### src/sv/bilinear_image_upscaler_macros.svh
// Assertion macros for the bilinear image upscaler.
`ifndef BILINEAR_IMAGE_UPSCALER_MACROS_SVH
`define BILINEAR_IMAGE_UPSCALER_MACROS_SVH

`ifndef SYNTH
// Check that cons holds in the same cycle as ante.
`define BILUP_ASSERT_HOLDS(label, clk, rst, ante, cons) \
  label: assert property (@(posedge clk) disable iff (rst) (ante) |-> (cons)) \
    else $error("bilinear upscaler: same-cycle check failed");
// Check that cons holds in the cycle after ante.
`define BILUP_ASSERT_NEXT(label, clk, rst, ante, cons) \
  label: assert property (@(posedge clk) disable iff (rst) (ante) |=> (cons)) \
    else $error("bilinear upscaler: next-cycle check failed");
`else
`define BILUP_ASSERT_HOLDS(label, clk, rst, ante, cons)
`define BILUP_ASSERT_NEXT(label, clk, rst, ante, cons)
`endif

`endif

### src/sv/bilup_pkg.sv
// Shared types and constants of the bilinear image upscaler.
`default_nettype none

package bilup_pkg;

  localparam int PIX_W      = 8;
  localparam int SRC_W_W    = 11;
  localparam int HGT_W      = 13;
  localparam int SCALE_W    = 3;
  localparam int ROW_W      = 12;
  localparam int Y_W        = 14;
  localparam int DEN_Y_W    = 15;
  localparam int OUT_X_W    = 12;
  localparam int MAX_HEIGHT = 4096;
  localparam int MAX_SCALE  = 4;
  localparam int CFG_IDX_W  = 2;
  localparam int CFG_DATA_W = 13;

  // Configuration register indexes
  localparam logic [CFG_IDX_W-1:0] REG_SOURCE_WIDTH  = 2'd0;
  localparam logic [CFG_IDX_W-1:0] REG_SOURCE_HEIGHT = 2'd1;
  localparam logic [CFG_IDX_W-1:0] REG_SCALE_X       = 2'd2;
  localparam logic [CFG_IDX_W-1:0] REG_SCALE_Y       = 2'd3;

  // Sequencer states
  typedef enum logic [7:0] {
    ST_IDLE   = 8'b0000_0001,
    ST_LOAD   = 8'b0000_0010,
    ST_DIV_Y  = 8'b0000_0100,
    ST_DIV_X  = 8'b0000_1000,
    ST_LERP_T = 8'b0001_0000,
    ST_LERP_B = 8'b0010_0000,
    ST_LERP_V = 8'b0100_0000,
    ST_EMIT   = 8'b1000_0000
  } state_t;

endpackage

`default_nettype wire

### src/sv/bilup_lerp.sv
// Fixed-point linear interpolation s + (e-s)*t / 2^FRAC_BITS, truncated toward zero.
`default_nettype none

module bilup_lerp
  import bilup_pkg::*;
#(
  parameter int FRAC_BITS = 8
) (
  input  wire logic [PIX_W-1:0]     s,
  input  wire logic [PIX_W-1:0]     e,
  input  wire logic [FRAC_BITS-1:0] t,
  output      logic [PIX_W-1:0]     y
);

  localparam int PW = FRAC_BITS + PIX_W + 2;
  localparam logic [PW-1:0] BIAS = {{(PIX_W + 2){1'b0}}, {FRAC_BITS{1'b1}}};

  logic signed [PIX_W:0] d;
  logic signed [PW-1:0]  p;
  logic [PW-1:0]         adj;

  // Signed difference times fraction; bias negatives so the shift truncates toward zero
  always_comb begin
    d   = $signed({1'b0, e}) - $signed({1'b0, s});
    p   = PW'(d) * PW'($signed({1'b0, t}));
    adj = p + (p[PW-1] ? BIAS : '0);
    y   = s + adj[FRAC_BITS+PIX_W-1:FRAC_BITS];
  end

endmodule

`default_nettype wire

### config.mk
export PLATFORM = sky130hd
export DESIGN_NAME = bilup_lerp
export DESIGN_NICKNAME = d
export VERILOG_FILES = /design/src/sv/bilinear_image_upscaler_macros.svh /design/src/sv/bilup_pkg.sv /design/src/sv/bilup_lerp.sv
export SDC_FILE = /design/constraint.sdc
export NUM_CORES = 1
export LEC_CHECK = 0
export BUFFER_PORTS_ARGS = -buffer_cell sky130_fd_sc_hd__buf_2
export CELL_PAD_IN_SITES_DETAIL_PLACEMENT = 0
export CELL_PAD_IN_SITES_GLOBAL_PLACEMENT = 1
export CORE_MARGIN = 1.5
export CORE_UTILIZATION = 49
export DETAILED_ROUTE_END_ITERATION = 8
export PLACE_DENSITY_LB_ADDON = 0.12
export SLEW_MARGIN = 20
export SYNTH_ARGS = -nofsm -noshare
export SYNTH_HDL_FRONTEND = slang
export SYNTH_SLANG_ARGS = --single-unit
### constraint.sdc
create_clock -name vclk -period 19.3
set_input_delay 3.86 -clock vclk [all_inputs]
set_output_delay 3.86 -clock vclk [all_outputs]
set_load 0.01 [all_outputs]
Yosys cells after proc, flatten, opt, wreduce, memory -nomap -nowiden --
Cells that the tools add are included.
Word-level totals: output and inout port bits 8, register bits after elaboration 0, memory bits (writable) 0, latch bits 0, memories 0, ROM bits 0, logic and storage cells 5, input port bits 24
Cells by class: reductions and logical operators 0, bitwise operators 0, multiply operators 1, shifts and indexed selects 0, add/sub/neg operators 3, magnitude comparators 0, muxes and demuxes 1, eq/ne operators 0, div/mod/pow operators 0
Operator list (number):
- $mul A9 B9 Y18 | 1
- $add A16 B8 Y16 | 1
- $sub A8 B8 Y9 | 1
- $add A8 B8 Y8 | 1
- $mux W8 | 1

Logic depth before layout (Yosys ltp) --
depth after elaboration 5, gate-level depth with buffers 42

Worst setup path after synthesis --
No wires, ideal clock.
kind input to output, from input s[2], to output y[7], slack 3.126 ns, arrival 12.314 ns, buffers on the path 0, cell stages on the path 40, required time 15.440 ns, path through inv_1 ha_1 nor2b_1 o21ai_1 nand2b_1 a21o_1 a21o_1 a21o_1 a21oi_1 nand2_1 fa_1 inv_1 fa_1 fa_1 inv_1 fa_1 inv_1 ha_1 [... 4 more ...] xnor2_1 inv_1 ha_1 and4_1 a21oi_1 and3_1 o32ai_2 nand3_1 xnor2_1 ha_1 nand3_1 o22ai_1 o21ai_0 nand2b_1 a21oi_1 xnor2_1 xnor2_1 xnor2_1
On the way: word-level cells in the longest chain between the ends 5
RTL lines:
- start, declared | line bilup_lerp.sv:9 | input wire logic [PIX_W-1:0] s,
- $sub A8 B8 Y9 | line bilup_lerp.sv:24 | d = $signed({1'b0, e}) - $signed({1'b0, s});
- $mul A9 B9 Y18 | line bilup_lerp.sv:25 | p = PW'(d) * PW'($signed({1'b0, t}));
- $mux W8 | line bilup_lerp.sv:26 | adj = p + (p[PW-1] ? BIAS : '0);
- $add A16 B8 Y16 | line bilup_lerp.sv:26
- $add A8 B8 Y8 * | line bilup_lerp.sv:27 | y = s + adj[FRAC_BITS+PIX_W-1:FRAC_BITS];
- end, declared | line bilup_lerp.sv:12 | output logic [PIX_W-1:0] y
Mark *: on every way between the ends. The rest lies on a longest branch, timed or not.

Final worst setup path --
Same ends and word-level chain as after synthesis.

==> run_results.csv <==
group,metric,value,unit
outcome,status,"completed",
die,start_util,51.49,%
synth,synthTopCellsByArea,"fa_1 (33%), ha_1 (18%), inv_1 (10%), xnor2_1 (6.0%), nand2_1 (4.4%)",
detailed_routing,wl_per_cell,13.13,um
synth,synth_common_cells,"inv_1 (103), fa_1 (63), ha_1 (55)",
setup_path,critical-path-max-stage-delay,0.60,ns
synth,synth_cell_types,37,
timing,finalSetupViolCount,0,
layout,seq_area,0,um^2
placed_design,dpl.hpwl,6730,um
die,row_count,31,
die,die_x,91.24,um
layout,drive_gt1_share,8.159,%
setup_path,setup.worst_path.end_class,"output port",
die,die-height,91.24,um
setup_path,startpoint_type,"input port",
synth,synth_top_area_share,33.06,%
timing,rsz0062_at_grt,"no",
setup_path,cp_slowest_cell,"fa_1",
detailed_routing,drc,0,
detailed_routing,routed_wirelength,7575,um
placed_design,port_buffers,32,
synth,yosysSeqAreaShare,0,%
timing,period_share,88.79,%
synth,syn-num-nets,597,
global_route,overflow,0,
setup_path,required,15.44,ns
clock_network,post_cts_resize_count,0,
clock_network,post_cts_buffers,0,
detailed_routing,drt_iter0_drc,67,
synth,synth_area_leader_cell,"fa_1",
die,core-area,0.007408,mm^2
timing,worstMarginPinSlew,0.8667,ns
placed_design,gp_congestion,0.8820,
global_route,grt_first_pass_wirelength,12900,um
global_route,first_global_vias,2777,
global_route,grt_max_degree,18,
synth,avgSynthCellArea,8.384,um^2
timing,slew-limit-headroom,42.02,%
global_route,antenna_found_initial,0,
timing,fin_crit,17.14,ns
synth,syn-cell-area,0.003815,mm^2
layout,nFlopsAndLatches,0,
job,maxCapViolCount,0,
clock_network,hold_buffers,0,
timing,tns,0,ns
timing,hold_viol,0,
detailed_routing,via_per_inst,4.893,
synth,yosysMostFrequentCell,"inv_1",
detailed_routing,antenna_left,0,
setup_path,crit_fanout,10,
detailed_routing,num_vias,2823,
layout,n_fill_cell,725,
hold_path,hp-class,"input port to output port",
setup_path,critPathKind,"input port to output port",
layout,area_growth,6.658,%
die,io_pins,32,
global_route,grt_usage,19.02,%
synth,yosys_warnings,0,
layout,nClkBuffers,0,
synth,syn-instance-count,455,
timing,fmax,58.36,MHz
setup_path,cp.arrival,13.28,ns
timing,maxSlewViolCount,0,
layout,antenna_cells,0,
layout,nNetsFinal,622,
detailed_routing,dr.pass1.iters,4,
die,die-area,0.008324,mm^2
-- placed cells by master, fill, tap and decap left out, drive strengths merged, types with 4 or more instances in the layout --
cell type	n
nand3	7
fa	63
mux2i	4
o21ai	6
ha	55
xor2	11
nand2	45
nand2b	15
and2	25
nor2b	16
buf	33
inv	103
a21oi	19
xnor2	26
nor2	10
mux2	5
a21o	10
-- metal layers --
metal,vias up,track usage [%],wire length (um)
met5,-,0,0
met4,0,1.432,59
met3,4,0.3350,103
met2,28,34.20,3632
met1,1338,26.62,3780
li1,1453,-,-
-- per-stage QoR --
| stage | util [%] | std cells | hold slack [ns] | cell area, um^2 | worst slack (ns) |
|---|---|---|---|---|---|
| detailed placement | 54.92 | 577 | 8.071 | 4069 | 2.179 |
| global placement | 54.92 | 577 | 8.070 | 4069 | 2.352 |
| floorplan | - | 455 | 7.871 | 3815 | 3.126 |
| finish | 54.92 | 577 | 8.067 | 4069 | 2.164 |
| CTS | 54.92 | 577 | 8.071 | 4069 | 2.155 |
| global route | 54.92 | 577 | 8.102 | 4069 | 1.516 |
-- worst max-delay path: cells and delay by family --
kind                       cells  cell delay [ns]
and+or+nand+nor                9             1.52
adders and majority gates      8             3.46
AOI/OAI and AO/OA             13             3.06
xor gates and xnor gates       5             0.82
buffers and inverters          7             0.56
-- area by class of cell --
type / instances / area, um^2 / area share, %
Multi-Input combinational cell: 342 / 3391 / 83.33
Inverter: 103 / 386.6 / 9.502
Timing Repair Buffer: 33 / 167.7 / 4.121
Tap cell: 99 / 123.9 / 3.044
-- path summary, 6_finish.rpt --
kind / start / cells after the start / slack, ns / to
hold / removal: s[0] / 3 / 8.07 / y[0]
setup / recovery: s[2] / 42 / 2.16 / y[7]
-- kinds of logic (layout without fill, tap and decap cells) --
kind of cell    after synthesis  after routing  synth area share [%]
xor+xnor                     37             37                 8.495
compound gates               53             53                 10.00
simple gates                125            125                 16.76
fa+ha+maj                   118            118                 51.10
buf+inv                     113            136                 11.12
mux                           9              9                 2.525
Power is left out: the tool's default activity adds up to more than one toggle a clock period on the data nets, which glitch-free logic cannot reach.
