### src/sv/bilinear_image_upscaler_macros.svh
// Assertion macros for the bilinear image upscaler.
`ifndef BILINEAR_IMAGE_UPSCALER_MACROS_SVH
`define BILINEAR_IMAGE_UPSCALER_MACROS_SVH

`ifndef SYNTH
// Check that cons holds in the same cycle as ante.
`define BILUP_ASSERT_HOLDS(label, clk, rst, ante, cons) \
  label: assert property (@(posedge clk) disable iff (rst) (ante) |-> (cons)) \
    else $error("bilinear upscaler: same-cycle check failed");
// Check that cons holds in the cycle after ante.
`define BILUP_ASSERT_NEXT(label, clk, rst, ante, cons) \
  label: assert property (@(posedge clk) disable iff (rst) (ante) |=> (cons)) \
    else $error("bilinear upscaler: next-cycle check failed");
`else
`define BILUP_ASSERT_HOLDS(label, clk, rst, ante, cons)
`define BILUP_ASSERT_NEXT(label, clk, rst, ante, cons)
`endif

`endif

### src/sv/bilup_pkg.sv
// Shared types and constants of the bilinear image upscaler.
`default_nettype none

package bilup_pkg;

  localparam int PIX_W      = 8;
  localparam int SRC_W_W    = 11;
  localparam int HGT_W      = 13;
  localparam int SCALE_W    = 3;
  localparam int ROW_W      = 12;
  localparam int Y_W        = 14;
  localparam int DEN_Y_W    = 15;
  localparam int OUT_X_W    = 12;
  localparam int MAX_HEIGHT = 4096;
  localparam int MAX_SCALE  = 4;
  localparam int CFG_IDX_W  = 2;
  localparam int CFG_DATA_W = 13;

  // Configuration register indexes
  localparam logic [CFG_IDX_W-1:0] REG_SOURCE_WIDTH  = 2'd0;
  localparam logic [CFG_IDX_W-1:0] REG_SOURCE_HEIGHT = 2'd1;
  localparam logic [CFG_IDX_W-1:0] REG_SCALE_X       = 2'd2;
  localparam logic [CFG_IDX_W-1:0] REG_SCALE_Y       = 2'd3;

  // Sequencer states
  typedef enum logic [7:0] {
    ST_IDLE   = 8'b0000_0001,
    ST_LOAD   = 8'b0000_0010,
    ST_DIV_Y  = 8'b0000_0100,
    ST_DIV_X  = 8'b0000_1000,
    ST_LERP_T = 8'b0001_0000,
    ST_LERP_B = 8'b0010_0000,
    ST_LERP_V = 8'b0100_0000,
    ST_EMIT   = 8'b1000_0000
  } state_t;

endpackage

`default_nettype wire

### src/sv/bilup_frac_div.sv
// Iterative restoring divider for interpolation fractions, one bit a cycle.
`default_nettype none

module bilup_frac_div
  import bilup_pkg::*;
#(
  parameter int DW        = 15,
  parameter int FRAC_BITS = 8
) (
  input  wire logic                 clk,
  input  wire logic                 rst,
  input  wire logic                 start,
  input  wire logic [DW-1:0]        num,
  input  wire logic [DW-1:0]        den,
  output      logic                 done,
  output      logic [FRAC_BITS-1:0] quot
);

  localparam int CNTW = $clog2(FRAC_BITS + 1);

  logic [CNTW-1:0] cnt;
  logic [DW-1:0]   rem;
  logic [DW-1:0]   den_q;
  logic [DW:0]     rem2;
  logic            ge;
  logic [DW-1:0]   rem_step;

  // One quotient bit: double the remainder, subtract the divisor if it fits
  always_comb begin
    rem2     = {rem, 1'b0};
    ge       = rem2 >= {1'b0, den_q};
    rem_step = ge ? DW'(rem2 - {1'b0, den_q}) : DW'(rem2);
  end

  // Step count and completion pulse
  always_ff @(posedge clk) begin
    if (rst) begin
      cnt  <= '0;
      done <= 1'b0;
    end else if (start) begin
      cnt  <= CNTW'(FRAC_BITS);
      done <= 1'b0;
    end else if (cnt != '0) begin
      cnt  <= cnt - CNTW'(1);
      done <= (cnt == CNTW'(1));
    end else begin
      done <= 1'b0;
    end
  end

  // Remainder and quotient
  always_ff @(posedge clk) begin
    if (start) begin
      rem   <= num;
      den_q <= den;
      quot  <= '0;
    end else if (cnt != '0) begin
      rem   <= rem_step;
      quot  <= {quot[FRAC_BITS-2:0], ge};
    end
  end

endmodule

`default_nettype wire

### config.mk
export PLATFORM = sky130hd
export DESIGN_NAME = bilup_frac_div
export DESIGN_NICKNAME = d
export VERILOG_FILES = /design/src/sv/bilinear_image_upscaler_macros.svh /design/src/sv/bilup_pkg.sv /design/src/sv/bilup_frac_div.sv
export SDC_FILE = /design/constraint.sdc
export NUM_CORES = 1
export LEC_CHECK = 0
export BUFFER_PORTS_ARGS = -buffer_cell sky130_fd_sc_hd__buf_2
export CAP_MARGIN = 25
export CORE_ASPECT_RATIO = 1.5
export CORE_MARGIN = 5
export CORE_UTILIZATION = 45
export CTS_CLUSTER_SIZE = 12
export DETAILED_ROUTE_END_ITERATION = 7
export PLACE_DENSITY = 0.66
export SLEW_MARGIN = 30
export SYNTH_ARGS = -nofsm -noshare
export SYNTH_HDL_FRONTEND = slang
export SYNTH_SLANG_ARGS = --single-unit
export TNS_END_PERCENT = 5
### constraint.sdc
create_clock -name clk -period 2.95 [get_ports clk]
set_input_delay 0.295 -clock clk [delete_from_list [all_inputs] [get_ports clk]]
set_output_delay 0.295 -clock clk [all_outputs]
set_load 0.01 [all_outputs]
* Word level (Yosys, flattened, before mapping) *
Cells that the tools add are included.

word-level totals
  bits in registers = 43
  input port bits = 33
  logic and storage cells = 20
  output and inout bits = 9

cells by class
  equal/unequal tests = 1
  reductions and logical operators = 4
  bitwise operators = 1
  muxes and demuxes = 5
  magnitude comparators = 1
  $add $sub $neg = 2

operator list
  cell                                                                count
  15-bit two-way mux                                                  3
  16-bit by 15-bit greater-or-equal comparator with 1-bit output      1
  15-bit subtractor                                                   1
  4-bit two-way mux                                                   2
  4-bit by 1-bit == test with 1-bit output, second input constant     1
  4-bit nonzero test                                                  1
  4-bit by 1-bit subtractor with 4-bit output, second input constant  1
  3-bit OR reduction                                                  1
  2-bit nonzero test                                                  1
  2-bit OR reduction                                                  1
  1-bit inverter                                                      1

* Logic depth before layout (Yosys ltp) *
  depth in word-level cells = 4
  mapped depth = 10
  depth with buffers taken out = 9

* Worst setup path after synthesis *
Ideal clock, no wire load.

  kind = reg2reg
  start point = reg rem[0]
  end point = reg rem[3] (data pin)
  library setup time = 0.260 ns
  cell stages (with the launch flop) = 10
  path buffers = 1
  arrival = 2.265 ns
  slack = 0.425 ns
  required time = 2.690 ns
  clock period less this slack = 2.525 ns
  path through = edfxtp_1 ha_1 ha_1 o21ai_0 a211oi_1 nor2_1 o41ai_2 buf_6 mux2_4 mux2_2

on the way
  longest elaborated chain between the ends = 4
  elaborated cells between the ends (all ways) = 5
  those cells by class = 1 x add/sub; 1 x order compare; 3 x mux

RTL lines
  what                                                                                                 RTL line                                    source
  start, declared                                                                                      bilup_frac_div.sv:22                        logic [DW-1:0] rem;
  start signal, assigned                                                                               bilup_frac_div.sv:54                        rem <= num;
  start signal, assigned                                                                               bilup_frac_div.sv:58                        rem <= rem_step;
  15-bit subtractor or 16-bit by 15-bit greater-or-equal comparator with 1-bit output (tied branches)  bilup_frac_div.sv:32, bilup_frac_div.sv:31
  15-bit two-way mux *                                                                                 bilup_frac_div.sv:32                        rem_step = ge ? DW'(rem2 - {1'b0, den_q}) : DW'(rem2);
  15-bit two-way mux *                                                                                 bilup_frac_div.sv:57                        end else if (cnt != '0) begin
  15-bit two-way mux *                                                                                 bilup_frac_div.sv:53                        if (start) begin

Every way passes the cells marked *; elsewhere a longest branch is shown, timed or not. The select of a mux whose other input is x is not followed.
A chain may end at the register's enable or synchronous reset.

* Final worst setup path *
  start point = reg rem[0]
  end point = reg rem[8] (data pin)

Same word-level chain as after synthesis.

==> summary.txt <==
Status = finished clean
Row count = 33
DRT Pass-1 Iters = 4
Minimum clock period = 2.729 ns
GRT overflow = 0
Initial antenna violation count = 0
H-tree Lvls = 2
Ranking of synthesized cells by area = edfxtp_1, dfxtp_1, ha_1, nand2_1, a21oi_1
Post-Place Cell Area = 0.002878 mm²
Post-Route WL = 5.128 mm
Slowest stage cell, crit path = edfxtp_1
DR WL/cell = 14.09 µm
Max Cap Violations = 0
# DRC = 0
Critical Path Max Stage Delay = 0.45 ns
Layout cells sized above 1 = 23.47%
Most frequent CP cell = ha_1
Max Slew Vio Count = 0
Post-DRT Antenna Nets = 0
Crit path launch type = register
Mapped Area = 0.002577 mm²
Distinct cells, synth = 48
Synthesized Nets = 302
Max Clock Skew = 0.008688 ns
Max VDD drop = 0.0004011 V
Final Hold Fails = 0
Initial DRC Count = 65
Cell taking the most area after synthesis = edfxtp_1
CTS Buffer Depth = 2
Worst Path Required = 3.00 ns
HP Class = input port to register
Post-CTS Setup Repair Bufs = 0
Rel. slew slack = 44.26%
Nets = 344
Setup TNS = 0 ns
Initial Util = 46.59%
Crit Path Max Fanout = 20
Die Wd = 71.80 µm
Critical Path AT = 2.77 ns
Critical setup path kind = register to register
Synth warn = 0
Vias in the first global route = 2014
Mapped Cells = 251
Fmax = 366.5 MHz
Num CTS Buffers = 5
Core area = 0.005533 mm²
Via count = 1943
Synth Area per Inst = 10.27 µm²
Skew-Pair Late Insertion Delay = 0.30 ns
Number of synthesized flops with an enable pin = 30
Bufs and invs on worst path = 1
Critical path endpoint category = register
Die H = 102.7 µm
Fraction of registers with async set/reset = 0%
Synth top area share = 34.95%
CTS tree = yes
Worst slew pin tran = 0.8361 ns
Crit path cell chain = ha_1 -> ha_1 -> o21ai_0 -> a211oi_1 -> nor2_1 -> o41ai_4 -> buf_12 -> mux2_4 -> mux2_2
Number of synthesized register bits = 43
DR vias/cell = 5.338
P&R area growth vs syn = 16.16%
Hold-fix buffers, CTS = 0
GPL Wtd Cong = 0.8424
Largest net degree at the start of global routing = 34
Top FF cell, synth = edfxtp_1
RSZ-0062 raised after global routing = false
Power Density = 935.4 mW/mm²
I/O Pins = 42
Register area share after synthesis = 45.05%
Dpl hpwl = 3.891 mm
Family with the most delay on the worst path = compound AO/OA/AOI/OAI gates
Final worst-path cycle share = 92.50%
Lkg Pwr = 1.299 nW
First-pass GRT wire length = 8.769 mm
Clock sink count = 43
Final instance area = 0.002994 mm²
Pwr Total = 2.801 mW
Root buffer cell = clkbuf_8
Antenna Cells = 0
PortBufs = 41
Clock-pin slew on the worst setup and hold paths = 0.09 ns
# setup viols final = 0
Post-CTS sizing = 0
Gr usage total = 15.10%
Die ar. = 0.007373 mm²
layer usage:
metal / vias up / global-route usage [%] / part of all wire [%]
li1: 991 / - / -
met1: 908 / 16.95 / 41
met2: 39 / 28.05 / 53
met3: 5 / 3.415 / 4.7
met4: 0 / 4.776 / 1.4
met5: - / 0 / 0
final timing paths:
path | to | slack (ns) | depth (start not counted) | start
worst min register to register | quot[5] | 0.47 | 2 | quot[5]
worst min-delay path | den_q[12] | 0.17 | 1 | den[12]
worst max-delay path | rem[8] | 0.22 | 9 | rem[0]
worst max register to register | rem[8] | 0.22 | 9 | rem[0]
through the flow:
stage / hold WS, ns / setup WS [ns] / cells / util [%]
floorplan: 0.3674 / 0.4246 / 251 / -
finish: 0.1656 / 0.2212 / 364 / 54.12
CTS: 0.1576 / 0.1968 / 364 / 54.12
global route: 0.1560 / 0.08961 / 364 / 54.12
global placement: 0.4411 / 0.2828 / 356 / 52.01
detailed placement: 0.4597 / 0.2205 / 356 / 52.01
state kept, by name, summed over array words and instances (netlist names):
signal	cells
quot	8
den_q	15
done	1
cnt	4
rem	15
cell usage in the layout, fill, tap and decap left out, types with 5 or more instances in the layout:
cell and instances:
buf_2 41, dfxtp_1 13, nand2_1 30, inv_1 19, o21ai_0 6, nor3b_1 7, nor2_1 13, xnor2_1 6
buf_4 5, a21oi_1 17, edfxtp_1 30, a211oi_1 5, xor2_1 7, clkbuf_8 6, a21o_1 5, nor3_1 5
ha_1 17, a221o_1 7
cells by family (layout without fill, tap and decap cells):
family / after synthesis / count (layout) / synth area share [%]
XOR/XNOR: 13 / 13 / 4.418
adder cells (fa/ha/maj): 18 / 18 / 9.029
multiplexers: 11 / 11 / 5.243
AO/OA/AOI/OAI: 65 / 65 / 18.06
buffers and inverters: 31 / 74 / 5.146
AND/OR/NAND/NOR: 70 / 70 / 13.06
flip-flops: 43 / 43 / 45.05
report_power, final:
group / internal, mW / switching [mW]
registers: 0.820 / 0.0762
logic: 0.714 / 0.732
clock network: 0.245 / 0.214
total: 1.78 / 1.02
cell type report:
cell class	count	area, µm²
fillers	542	2539
multi-input cells	177	1295
flip-flops and latches	43	1161
repair buffers	47	262.8
clock buffers	7	107.6
well taps	70	87.58
inverters	19	71.32
clock inverters	1	8.758
synthesized netlist by cell type (all sizes together), types with 2 or more instances:
library cell / n
xnor2: 6
edfxtp: 30
o21a: 3
nor2b: 2
inv: 19
o21bai: 4
nor3: 5
a21o: 5
clkbuf: 5
a221o: 7
buf: 7
o211ai: 2
ha: 17
nor3b: 7
xor2: 7
a31oi: 2
nand3: 4
a21oi: 17
o31ai: 2
nor2: 13
nand2: 30
dfxtp: 13
o31a: 2
a211oi: 5
mux2: 8
mux2i: 3
nand4: 2
o21ai: 10
(Power assumes the default switching activity.)
